`src/hdl/ps2_mouse_packet_cursor_tracker_defines.svh`:
```
// Assertion macros shared by the PS/2 cursor tracker RTL.
// Depends on clk_i and rst_ni being visible in the including module.
`ifndef PS2_MOUSE_PACKET_CURSOR_TRACKER_DEFINES_SVH
`define PS2_MOUSE_PACKET_CURSOR_TRACKER_DEFINES_SVH

// Same-cycle implication, checked outside reset.
`define PS2MCT_ASSERT_IMP(label, ante, cons) \
  label: assert property (@(posedge clk_i) disable iff (!rst_ni) (ante) |-> (cons)) \
    else $error("ps2mct: same-cycle check failed");

// Next-cycle implication, checked outside reset.
`define PS2MCT_ASSERT_NEXT(label, ante, cons) \
  label: assert property (@(posedge clk_i) disable iff (!rst_ni) (ante) |=> (cons)) \
    else $error("ps2mct: next-cycle check failed");

`endif

```
`src/hdl/ps2mct_pkg.sv`:
```
// Shared types and constants for the PS/2 cursor tracker.
// No dependencies.
`default_nettype none

package ps2mct_pkg;

  localparam int unsigned COORD_BITS_DEF = 12;
  localparam int unsigned CFG_BITS       = 13;
  localparam int unsigned NUM_SLOTS      = 4;

  localparam logic [CFG_BITS-1:0] WIDTH_RST  = 13'd640;
  localparam logic [CFG_BITS-1:0] HEIGHT_RST = 13'd480;

  // header bit positions
  localparam int unsigned HDR_LEFT   = 0;
  localparam int unsigned HDR_RIGHT  = 1;
  localparam int unsigned HDR_MIDDLE = 2;
  localparam int unsigned HDR_SYNC   = 3;
  localparam int unsigned HDR_XSIGN  = 4;
  localparam int unsigned HDR_YSIGN  = 5;
  localparam int unsigned HDR_XOVF   = 6;
  localparam int unsigned HDR_YOVF   = 7;

  // event slots in emission order
  localparam int unsigned SLOT_LEFT   = 0;
  localparam int unsigned SLOT_MIDDLE = 1;
  localparam int unsigned SLOT_RIGHT  = 2;
  localparam int unsigned SLOT_MOVE   = 3;

  typedef enum logic {
    CFG_WIDTH  = 1'b0,
    CFG_HEIGHT = 1'b1
  } ps2mct_cfg_e;

  typedef enum logic [1:0] {
    KIND_MOVE    = 2'd0,
    KIND_PRESS   = 2'd1,
    KIND_RELEASE = 2'd2
  } ps2mct_kind_e;

  typedef enum logic [1:0] {
    PH_HEADER = 2'd0,
    PH_DX     = 2'd1,
    PH_DY     = 2'd2
  } ps2mct_phase_e;

  // events of one packet, handed to the event queue
  typedef struct packed {
    logic [NUM_SLOTS-1:0] pend;
    logic [2:0]           held;
  } ps2mct_evset_t;

endpackage

`default_nettype wire

```
`src/hdl/ps2mct_axis.sv`:
```
// One cursor axis: delta decode, position update and clamp to the screen.
// Depends on ps2mct_pkg.
`default_nettype none

module ps2mct_axis #(
  parameter int unsigned CoordBits = ps2mct_pkg::COORD_BITS_DEF
) (
  input  wire logic [CoordBits-1:0]            pos_i,
  input  wire logic [7:0]                      delta_i,
  input  wire logic                            neg_i,
  input  wire logic                            ovf_i,
  input  wire logic                            sub_i,
  input  wire logic [ps2mct_pkg::CFG_BITS-1:0] limit_i,
  output logic      [CoordBits-1:0]            pos_o
);

  localparam int unsigned VW = (CoordBits + 2 > ps2mct_pkg::CFG_BITS + 2) ?
                               CoordBits + 2 : ps2mct_pkg::CFG_BITS + 2;

  logic [8:0]                      mag_base;
  logic [9:0]                      mag;
  logic [ps2mct_pkg::CFG_BITS-1:0] lim_raw;
  logic signed [VW-1:0]            pos_s, mag_s, sum_s, lim_s, full_s, cap_s, res_s;

  always_comb begin
    // a set sign bit gives 256 minus the byte, so zero means 256
    mag_base = neg_i ? 9'(9'd256 - {1'b0, delta_i}) : {1'b0, delta_i};
    mag      = {1'b0, mag_base} + (ovf_i ? 10'd255 : 10'd0);
    pos_s    = VW'({1'b0, pos_i});
    mag_s    = VW'(mag);
    sum_s    = sub_i ? pos_s - mag_s : pos_s + mag_s;

    lim_raw  = (limit_i == '0) ? ps2mct_pkg::CFG_BITS'(1) : limit_i;
    lim_s    = VW'(lim_raw);
    full_s   = VW'(1) << CoordBits;
    cap_s    = (lim_s > full_s) ? full_s : lim_s;

    if (sum_s < 0) begin
      res_s = '0;
    end else if (sum_s >= cap_s) begin
      res_s = cap_s - VW'(1);
    end else begin
      res_s = sum_s;
    end
    pos_o = res_s[CoordBits-1:0];
  end

endmodule

`default_nettype wire

```
`src/hdl/ps2mct_evq.sv`:
```
// Event queue: holds the events of one packet and issues them one word a cycle
// while out_ready_i is high, through a registered output stage. Depends on ps2mct_pkg and the defines header.
`default_nettype none
`include "ps2_mouse_packet_cursor_tracker_defines.svh"

module ps2mct_evq #(
  parameter int unsigned CoordBits = ps2mct_pkg::COORD_BITS_DEF
) (
  input  wire logic                      clk_i,
  input  wire logic                      rst_ni,
  input  wire logic                      load_i,
  input  wire ps2mct_pkg::ps2mct_evset_t set_i,
  input  wire logic [CoordBits-1:0]      x_i,
  input  wire logic [CoordBits-1:0]      y_i,
  output logic                           busy_o,
  output logic                           out_valid_o,
  input  wire logic                      out_ready_i,
  output logic [1:0]                     event_kind_o,
  output logic [CoordBits-1:0]           cursor_x_o,
  output logic [CoordBits-1:0]           cursor_y_o,
  output logic [2:0]                     button_bits_o,
  output logic                           last_event_o
);

  localparam int unsigned NS = ps2mct_pkg::NUM_SLOTS;

  logic [NS-1:0]        pend_q, pend_d, sel;
  logic [2:0]           held_q;
  logic [CoordBits-1:0] x_q, y_q;
  logic                 take;

  logic                 out_valid_q, out_valid_d;
  logic [1:0]           kind_q, kind_d;
  logic [CoordBits-1:0] ox_q, oy_q;
  logic [2:0]           bits_q, bits_d;
  logic                 last_q, last_d;

  always_comb begin
    // lowest pending slot goes first: left, middle, right, then move
    sel  = pend_q & (~pend_q + NS'(1));
    take = (pend_q != '0) && (!out_valid_q || out_ready_i);

    pend_d = pend_q;
    if (load_i) begin
      pend_d = set_i.pend;
    end else if (take) begin
      pend_d = pend_q & ~sel;
    end

    if (sel[ps2mct_pkg::SLOT_MOVE]) begin
      kind_d = ps2mct_pkg::KIND_MOVE;
      bits_d = held_q;
    end else begin
      kind_d = ((held_q & sel[2:0]) != '0) ? ps2mct_pkg::KIND_PRESS
                                            : ps2mct_pkg::KIND_RELEASE;
      bits_d = sel[2:0];
    end
    last_d = ((pend_q & ~sel) == '0);

    out_valid_d = out_valid_q;
    if (take) begin
      out_valid_d = 1'b1;
    end else if (out_ready_i) begin
      out_valid_d = 1'b0;
    end
  end

  always_ff @(posedge clk_i or negedge rst_ni) begin
    if (!rst_ni) begin
      pend_q      <= '0;
      out_valid_q <= 1'b0;
    end else begin
      pend_q      <= pend_d;
      out_valid_q <= out_valid_d;
    end
  end

  always_ff @(posedge clk_i) begin
    if (load_i) begin
      held_q <= set_i.held;
      x_q    <= x_i;
      y_q    <= y_i;
    end
    if (take) begin
      kind_q <= kind_d;
      bits_q <= bits_d;
      last_q <= last_d;
      ox_q   <= x_q;
      oy_q   <= y_q;
    end
  end

  assign busy_o        = (pend_q != '0);
  assign out_valid_o   = out_valid_q;
  assign event_kind_o  = kind_q;
  assign cursor_x_o    = ox_q;
  assign cursor_y_o    = oy_q;
  assign button_bits_o = bits_q;
  assign last_event_o  = last_q;

  `PS2MCT_ASSERT_IMP(a_load_when_empty, load_i, pend_q == '0)
  `PS2MCT_ASSERT_NEXT(a_last_drains, take && last_d, pend_q == '0)
  `PS2MCT_ASSERT_IMP(a_button_onehot,
    out_valid_q && (kind_q != ps2mct_pkg::KIND_MOVE), $onehot(bits_q))

endmodule

`default_nettype wire

```
`src/hdl/ps2_mouse_packet_cursor_tracker.sv`:
```
// PS/2 mouse packet decoder and cursor tracker, top level.
// Depends on ps2mct_pkg, ps2mct_axis, ps2mct_evq and the defines header.
//
//   channel  | direction | handshake              | word
//   ---------+-----------+------------------------+----------------------------------
//   rx       | in        | in_valid_i/in_ready_o  | rx_byte_i
//   event    | out       | out_valid_o/out_ready_i| kind, cursor x/y, buttons, last
//   config   | in        | cfg_we_i (no wait)     | cfg_idx_i, cfg_wdata_i
//
// A byte is taken every cycle, except that a third byte waits while the previous
// packet's events are still queued; the packet is decoded and the cursor updated
// in the cycle the third byte is taken. Its up to four events leave the event
// queue one a cycle while out_ready_i is high. Reset gives 640 by 480, cursor at
// the origin, no buttons held, waiting for a header byte.
`default_nettype none
`include "ps2_mouse_packet_cursor_tracker_defines.svh"

module ps2_mouse_packet_cursor_tracker #(
  parameter int unsigned COORD_BITS = ps2mct_pkg::COORD_BITS_DEF
) (
  input  wire logic                            clk_i,
  input  wire logic                            rst_ni,
  input  wire logic                            in_valid_i,
  output logic                                 in_ready_o,
  input  wire logic [7:0]                      rx_byte_i,
  input  wire logic                            cfg_we_i,
  input  wire logic                            cfg_idx_i,
  input  wire logic [ps2mct_pkg::CFG_BITS-1:0] cfg_wdata_i,
  output logic                                 out_valid_o,
  input  wire logic                            out_ready_i,
  output logic [1:0]                           event_kind_o,
  output logic [COORD_BITS-1:0]                cursor_x_o,
  output logic [COORD_BITS-1:0]                cursor_y_o,
  output logic [2:0]                           button_bits_o,
  output logic                                 last_event_o
);

  ps2mct_pkg::ps2mct_phase_e phase_q, phase_d;

  logic [ps2mct_pkg::CFG_BITS-1:0] width_q, height_q;
  logic [7:0]                      hdr_q, dx_q;
  logic [COORD_BITS-1:0]           pos_x_q, pos_y_q, new_x, new_y;
  logic [2:0]                      held_q, held_new;
  logic                            accept, busy, packet_done;
  ps2mct_pkg::ps2mct_evset_t       evset;

  assign in_ready_o = (phase_q != ps2mct_pkg::PH_DY) || !busy;
  assign accept     = in_valid_i && in_ready_o;

  // next state
  always_comb begin
    phase_d = phase_q;
    if (accept) begin
      unique case (phase_q)
        ps2mct_pkg::PH_DX: phase_d = ps2mct_pkg::PH_DY;
        ps2mct_pkg::PH_DY: phase_d = ps2mct_pkg::PH_HEADER;
        default: begin
          // drop bytes until one carries the sync bit
          phase_d = rx_byte_i[ps2mct_pkg::HDR_SYNC] ? ps2mct_pkg::PH_DX
                                                    : ps2mct_pkg::PH_HEADER;
        end
      endcase
    end
  end

  ps2mct_axis #(.CoordBits(COORD_BITS)) u_axis_x (
    .pos_i   (pos_x_q),
    .delta_i (dx_q),
    .neg_i   (hdr_q[ps2mct_pkg::HDR_XSIGN]),
    .ovf_i   (hdr_q[ps2mct_pkg::HDR_XOVF]),
    .sub_i   (hdr_q[ps2mct_pkg::HDR_XSIGN]),
    .limit_i (width_q),
    .pos_o   (new_x)
  );

  // rows grow downward, so Y moves against its sign
  ps2mct_axis #(.CoordBits(COORD_BITS)) u_axis_y (
    .pos_i   (pos_y_q),
    .delta_i (rx_byte_i),
    .neg_i   (hdr_q[ps2mct_pkg::HDR_YSIGN]),
    .ovf_i   (hdr_q[ps2mct_pkg::HDR_YOVF]),
    .sub_i   (!hdr_q[ps2mct_pkg::HDR_YSIGN]),
    .limit_i (height_q),
    .pos_o   (new_y)
  );

  // outputs of the packet decode
  always_comb begin
    packet_done = accept && (phase_q == ps2mct_pkg::PH_DY);
    held_new = {hdr_q[ps2mct_pkg::HDR_RIGHT], hdr_q[ps2mct_pkg::HDR_MIDDLE],
                hdr_q[ps2mct_pkg::HDR_LEFT]};
    evset.pend = {(new_x != pos_x_q) || (new_y != pos_y_q), held_new ^ held_q};
    evset.held = held_new;
  end

  always_ff @(posedge clk_i or negedge rst_ni) begin
    if (!rst_ni) begin
      phase_q  <= ps2mct_pkg::PH_HEADER;
      width_q  <= ps2mct_pkg::WIDTH_RST;
      height_q <= ps2mct_pkg::HEIGHT_RST;
      pos_x_q  <= '0;
      pos_y_q  <= '0;
      held_q   <= '0;
    end else begin
      phase_q <= phase_d;
      if (cfg_we_i) begin
        unique case (cfg_idx_i)
          ps2mct_pkg::CFG_WIDTH:  width_q  <= cfg_wdata_i;
          ps2mct_pkg::CFG_HEIGHT: height_q <= cfg_wdata_i;
          default: ;
        endcase
      end
      if (packet_done) begin
        pos_x_q <= new_x;
        pos_y_q <= new_y;
        held_q  <= held_new;
      end
    end
  end

  always_ff @(posedge clk_i) begin
    if (accept && (phase_q == ps2mct_pkg::PH_DX)) begin
      dx_q <= rx_byte_i;
    end
    if (accept && (phase_q != ps2mct_pkg::PH_DX) && (phase_q != ps2mct_pkg::PH_DY) &&
        rx_byte_i[ps2mct_pkg::HDR_SYNC]) begin
      hdr_q <= rx_byte_i;
    end
  end

  ps2mct_evq #(.CoordBits(COORD_BITS)) u_evq (
    .clk_i         (clk_i),
    .rst_ni        (rst_ni),
    .load_i        (packet_done),
    .set_i         (evset),
    .x_i           (new_x),
    .y_i           (new_y),
    .busy_o        (busy),
    .out_valid_o   (out_valid_o),
    .out_ready_i   (out_ready_i),
    .event_kind_o  (event_kind_o),
    .cursor_x_o    (cursor_x_o),
    .cursor_y_o    (cursor_y_o),
    .button_bits_o (button_bits_o),
    .last_event_o  (last_event_o)
  );

  `PS2MCT_ASSERT_IMP(a_stall_only_on_dy, !in_ready_o,
    (phase_q == ps2mct_pkg::PH_DY) && busy)
  `PS2MCT_ASSERT_NEXT(a_button_change_queued,
    packet_done && (held_new != held_q), busy)
  `PS2MCT_ASSERT_NEXT(a_packet_restarts, packet_done,
    phase_q == ps2mct_pkg::PH_HEADER)

endmodule

`default_nettype wire

```
`config.mk`:
```
export PLATFORM = sky130hd
export DESIGN_NAME = ps2_mouse_packet_cursor_tracker
export DESIGN_NICKNAME = d
export VERILOG_FILES = /design/src/hdl/ps2mct_pkg.sv /design/src/hdl/ps2mct_axis.sv /design/src/hdl/ps2mct_evq.sv /design/src/hdl/ps2_mouse_packet_cursor_tracker.sv
export VERILOG_INCLUDE_DIRS = /design/src /design/src/hdl
export SDC_FILE = /design/constraint.sdc
export NUM_CORES = 1
export LEC_CHECK = 0
export ABC_AREA = 1
export BUFFER_PORTS_ARGS = -buffer_cell sky130_fd_sc_hd__buf_4
export CORE_UTILIZATION = 52
export DETAILED_ROUTE_END_ITERATION = 7
export HOLD_SLACK_MARGIN = 0.03
export PLACE_DENSITY_LB_ADDON = 0.3
export SYNTH_ARGS = -nofsm -noshare
export SYNTH_HDL_FRONTEND = slang
export SYNTH_HIERARCHICAL = 1
export SYNTH_SLANG_ARGS = --single-unit
```
`constraint.sdc`:
```
create_clock -name clk_i -period 5.9 [get_ports clk_i]
set_clock_uncertainty 0.2 [all_clocks]
set_input_delay 0.885 -clock clk_i [delete_from_list [all_inputs] [get_ports clk_i]]
set_output_delay 0.885 -clock clk_i [all_outputs]
set_load 0.02 [all_outputs]
```
# Word-level counts from Yosys, hierarchy flattened
# Index checks and enable logic that the tools add are counted.
# word_totals
reg_bits	133
inputBits	27
# op_classes
addsub	11
n_lt_le_gt_ge	6
eq_ne	6
mux	22
bitwise	7
n_reduce_logical	21
# op_table
op	n
$mux 13	4
$mux 12	4
$ge 15x14->1	2
$lt 15x1->1 const B	2
$mux 15	2
$add 12x10->13	2
$gt 13x13->1 const B	2
$logic_not 13->1	2
$sub 12x10->13	2
$ne 12x12->1	2
$sub 12x2->12 const B	2
$add 9x10->10	2
$mux 9	2
$sub 9x8->9 const A	2
$mux 8	2
$and 4x4->4	2
$mux 4	2
$not 4->4	2
$logic_and 1x1->1	7
$add 4x1->4 const B	1
$logic_not 4->1	1
$pmux 2 s2	1
$reduce_and 2->1	2
$reduce_bool 2->1	2
other kinds (14)	19

# Depth between registers and ports, before layout
# depth
depth_word	11
ltp_mapped	48

# Modules after synthesis
# The synthesis kept the hierarchy.
# modules_own_cells
mod	instances	cells_per_inst	area_per_inst_um2	seq_area_each_um2
ps2_mouse_packet_cursor_tracker	1	360	3091.7	1834.3
ps2mct_axis at u_axis_x	1	468	2643.8	0.0
ps2mct_axis at u_axis_y	1	461	2586.2	0.0
ps2mct_evq	1	112	2074.5	1836.8

# Least setup slack after synthesis
# OpenSTA, ideal clock, no wires.
# synth_timing
kind	in2reg
start	input rx_byte_i[0]
end	register u_evq.pend_q[3]
setup_time_ns	0.117
arrival_time_ns	5.547
slack_ns	0.036
stages	44
n_path_buf	1
cell_sequence	inv_1 -> ha_1 -> nand2_1 -> o21ai_0 -> fa_1 -> a21oi_1 -> o21bai_1 -> nand2_1 -> o311ai_0 -> xnor2_1 -> inv_1 -> ha_1 -> or2_2 -> nor3_1 -> o21ai_0 -> nand3_1 -> nand2_1 -> nand2_1 -> (+8 left out) -> a21oi_1 -> nand2_2 -> buf_6 -> inv_2 -> nand2_1 -> nand2_1 -> a21oi_1 -> inv_1 -> nand2_1 -> nand2_1 -> nor2_1 -> nand2_1 -> nor2_1 -> nand3_1 -> nand2_1 -> nand2_1 -> nand2_1 -> nand2_1
# synth_lines
item	line	text
start, declared	ps2_mouse_packet_cursor_tracker.sv:25	input wire logic [7:0] rx_byte_i,
end signal, assigned	ps2mct_evq.sv:73	pend_q <= pend_d;
end, declared	ps2mct_evq.sv:27	logic [NS-1:0] pend_q, pend_d, sel;

==> flow_metrics.tcl <==
set metrics [dict create \
    status "finished with violations" \
    violations "negative setup slack" \
    drtPass1Iterations 5 \
    rsz0062_at_grt "true" \
    synth_nets 1526 \
    cts_max_path_buffers 2 \
    synth_top_cell_area_share 0.208 \
    reg2reg_from "dx_q[0]$_DFFE_PP_" \
    cp_num_buf_inv 8 \
    die_w_um 143 \
    reg2reg_to "u_evq/pend_q[3]$_DFFE_PN0P_" \
    seq_area_frac_synth 0.353 \
    maxSlewViolCount 0 \
    critPathMaxStageDelay_ns 0.41 \
    clock-root-buffer "clkbuf_16" \
    holdPathEnd "u_evq/cursor_y_o[6]$_DFFE_PP_" \
    crit_family "simple AND/OR/NAND/NOR gates" \
    numCtsBuffers 17 \
    ys_ff_latch 132 \
    hpwl_mm 21.7 \
    reg2regPathDepth 43 \
    tightest_slew_ns 1.24 \
    core-area_um2 19500 \
    clk_pin_slew_ns 0.06 \
    htreeDepth 4 \
    worst_slack_ns -0.247 \
    ys_warn_count 6 \
    synthFlopType "edfxtp_1" \
    setup_violations 1 \
    antenna_found_initial 0 \
    critPathRequiredTime_ns 6.01 \
    synth_area_leader_cell "edfxtp_1" \
    worst_setup_path_end_kind "flop" \
    io_buffers 58 \
    syn_to_final_growth_pct 37.7 \
    cp_common_cell "nand2_1" \
    max_cap_viol_count 0 \
    whs_path_depth 0 \
    crit_type "reg2reg" \
    avgRoutedWirePerCell_um 16.4 \
    syn_area_um2 10400 \
    dr.first_iter.drc_count 707 \
    period_needed_ns 6.15 \
    cts.sinks 132 \
    arrival_ns 6.26 \
    hold_path_class "reg2reg" \
    synth_edf_count 72 \
    tritoncts "yes" \
    synth.avg_cell_area_um2 7.42 \
    fin_cells 1952 \
    synth_most_common_cell "nand2_1" \
    final_nets 1799 \
    grt_overflow_total 0 \
    rows 51 \
    finalWeightedCongestion 0.961 \
    vias 10400 \
    diodes 0 \
    drcViolationCount 0 \
    syn_inst 1401 \
    start_util 0.532 \
    hold_viol 0 \
    place_inst 1862 \
    grt_use_total 0.306 \
    die_area_um2 20600 \
    pin_count 59 \
    drtAntennaViolNets 0 \
    cp-start-kind "flop" \
    wl_mm 32.0 \
    fin_crit_sh 1.04 \
    grt_pass1_vias 9995 \
    vias_per_cell 5.34 \
    async_reset_ff_frac 0.455 \
    max_slew_margin 0.168 \
    grt_max_degree 61 \
    min-delay-start "u_evq/y_q[6]$_DFFE_PP_" \
    r2r_setup_slack_ns -0.25 \
    grt_pass1_wl_mm 48.8 \
    post_route_cells_drive_above_1_share 0.334 \
    clk_latency_ns 0.42 \
    ys_types 46 \
    slowest_stage "edfxtp_1" \
    cp_max_fo 6 \
    fp.dieH_um 143 \
    synthTopCellsByCount "nand2_1, inv_1, ha_1" \
    max_freq_mhz 163 \
    synth.area.top_cells "edfxtp_1, nand2_1, dfrtp_1, ha_1, inv_1" \
]
through the flow:
stage	hold slack, ns	setup slack [ns]	util	area, µm²	setup TNS [ns]
6_report	0.218	-0.247	0.733	14300	-0.247
5_1_grt	0.223	-0.587	0.733	14300	-0.633
4_1_cts	0.219	0.00342	0.698	13600	0
3_5_place_dp	0.205	-0.720	0.625	12200	-3.74
3_3_place_gp	0.201	-0.531	0.625	12200	-0.842
2_1_floorplan	0.200	0.0364	-	10400	0
area by class of cell:
cell class | count | area [µm²]
clock buffers | 18 | 439
clock inverters | 14 | 138
fillers | 1450 | 5210
inverters | 218 | 831
multi-input cells | 1030 | 6800
flip-flops and latches | 132 | 3670
well taps | 265 | 332
repair buffers | 275 | 2100
logic make-up after synthesis:
logic type,share of synthesized area
and+or+nand+nor,0.277
muxes,0.00193
adders and majority gates,0.122
DFF,0.353
AOI/OAI and AO/OA,0.112
xor gates and xnor gates,0.0404
buffers and inverters,0.0935
layer usage:
metal	share of wire	GRT usage	vias up
met5	0	0	-
met4	0.036	0.115	0
met1	0.40	0.364	4871
met2	0.51	0.556	375
met3	0.051	0.0423	92
li1	-	-	5076
how the worst max path moves through the flow:
stage / from / to / slack (ns) / cells past startpoint
5_1_grt: dx_q[0]$_DFFE_PP_ / u_evq/pend_q[3]$_DFFE_PN0P_ / -0.59 / 47
3_5_place_dp: rx_byte_i[0] / u_evq/pend_q[3]$_DFFE_PN0P_ / -0.72 / 45
6_report: dx_q[0]$_DFFE_PP_ / u_evq/pend_q[3]$_DFFE_PN0P_ / -0.25 / 43
4_1_cts: dx_q[0]$_DFFE_PP_ / u_evq/pend_q[3]$_DFFE_PN0P_ / 0.003 / 48
3_3_place_gp: rx_byte_i[0] / u_evq/pend_q[3]$_DFFE_PN0P_ / -0.53 / 43
2_1_floorplan: rx_byte_i[0] / u_evq/pend_q[3]$_DFFE_PN0P_ / 0.04 / 44
placed cells by master, fill, tap and decap left out, types with 45 or more instances in the layout:
master / Yosys / routed
a21oi_1: 68 / 45
buf_4: 2 / 267
dfrtp_1: 54 / 54
edfxtp_1: 72 / 72
ha_1: 92 / 66
inv_1: 208 / 177
nand2_1: 443 / 399
nand2_2: 12 / 51
nand3_1: 77 / 61
nor2_1: 90 / 58
o21ai_0: 76 / 61
flip-flops by register name, indices dropped and copies added (netlist names):
| signal | cells |
|---|---|
| height_q | 13 |
| width_q | 13 |
| pos_x_q | 12 |
| pos_y_q | 12 |
| u_evq/cursor_x_o | 12 |
| u_evq/cursor_y_o | 12 |
| u_evq/x_q | 12 |
| u_evq/y_q | 12 |
| dx_q | 8 |
| hdr_q | 7 |
| u_evq/pend_q | 4 |
| held_q | 3 |
| u_evq/button_bits_o | 3 |
| u_evq/held_q | 3 |
| phase_q | 2 |
| u_evq/event_kind_o | 2 |
| u_evq/last_event_o | 1 |
| u_evq/out_valid_o | 1 |
timing repair:
item                                    CTS  global route
endpoints found under the hold margin     0             0
hold buffers                              0             0
setup buffers                            41            20
cloned                                    1             0
resized for setup                       142           132
endpoints found under the setup margin   10            31
pin swaps                               115           104
Power is not shown: default switching activity piles up to over one toggle a cycle in this logic, so the estimate is an artifact.
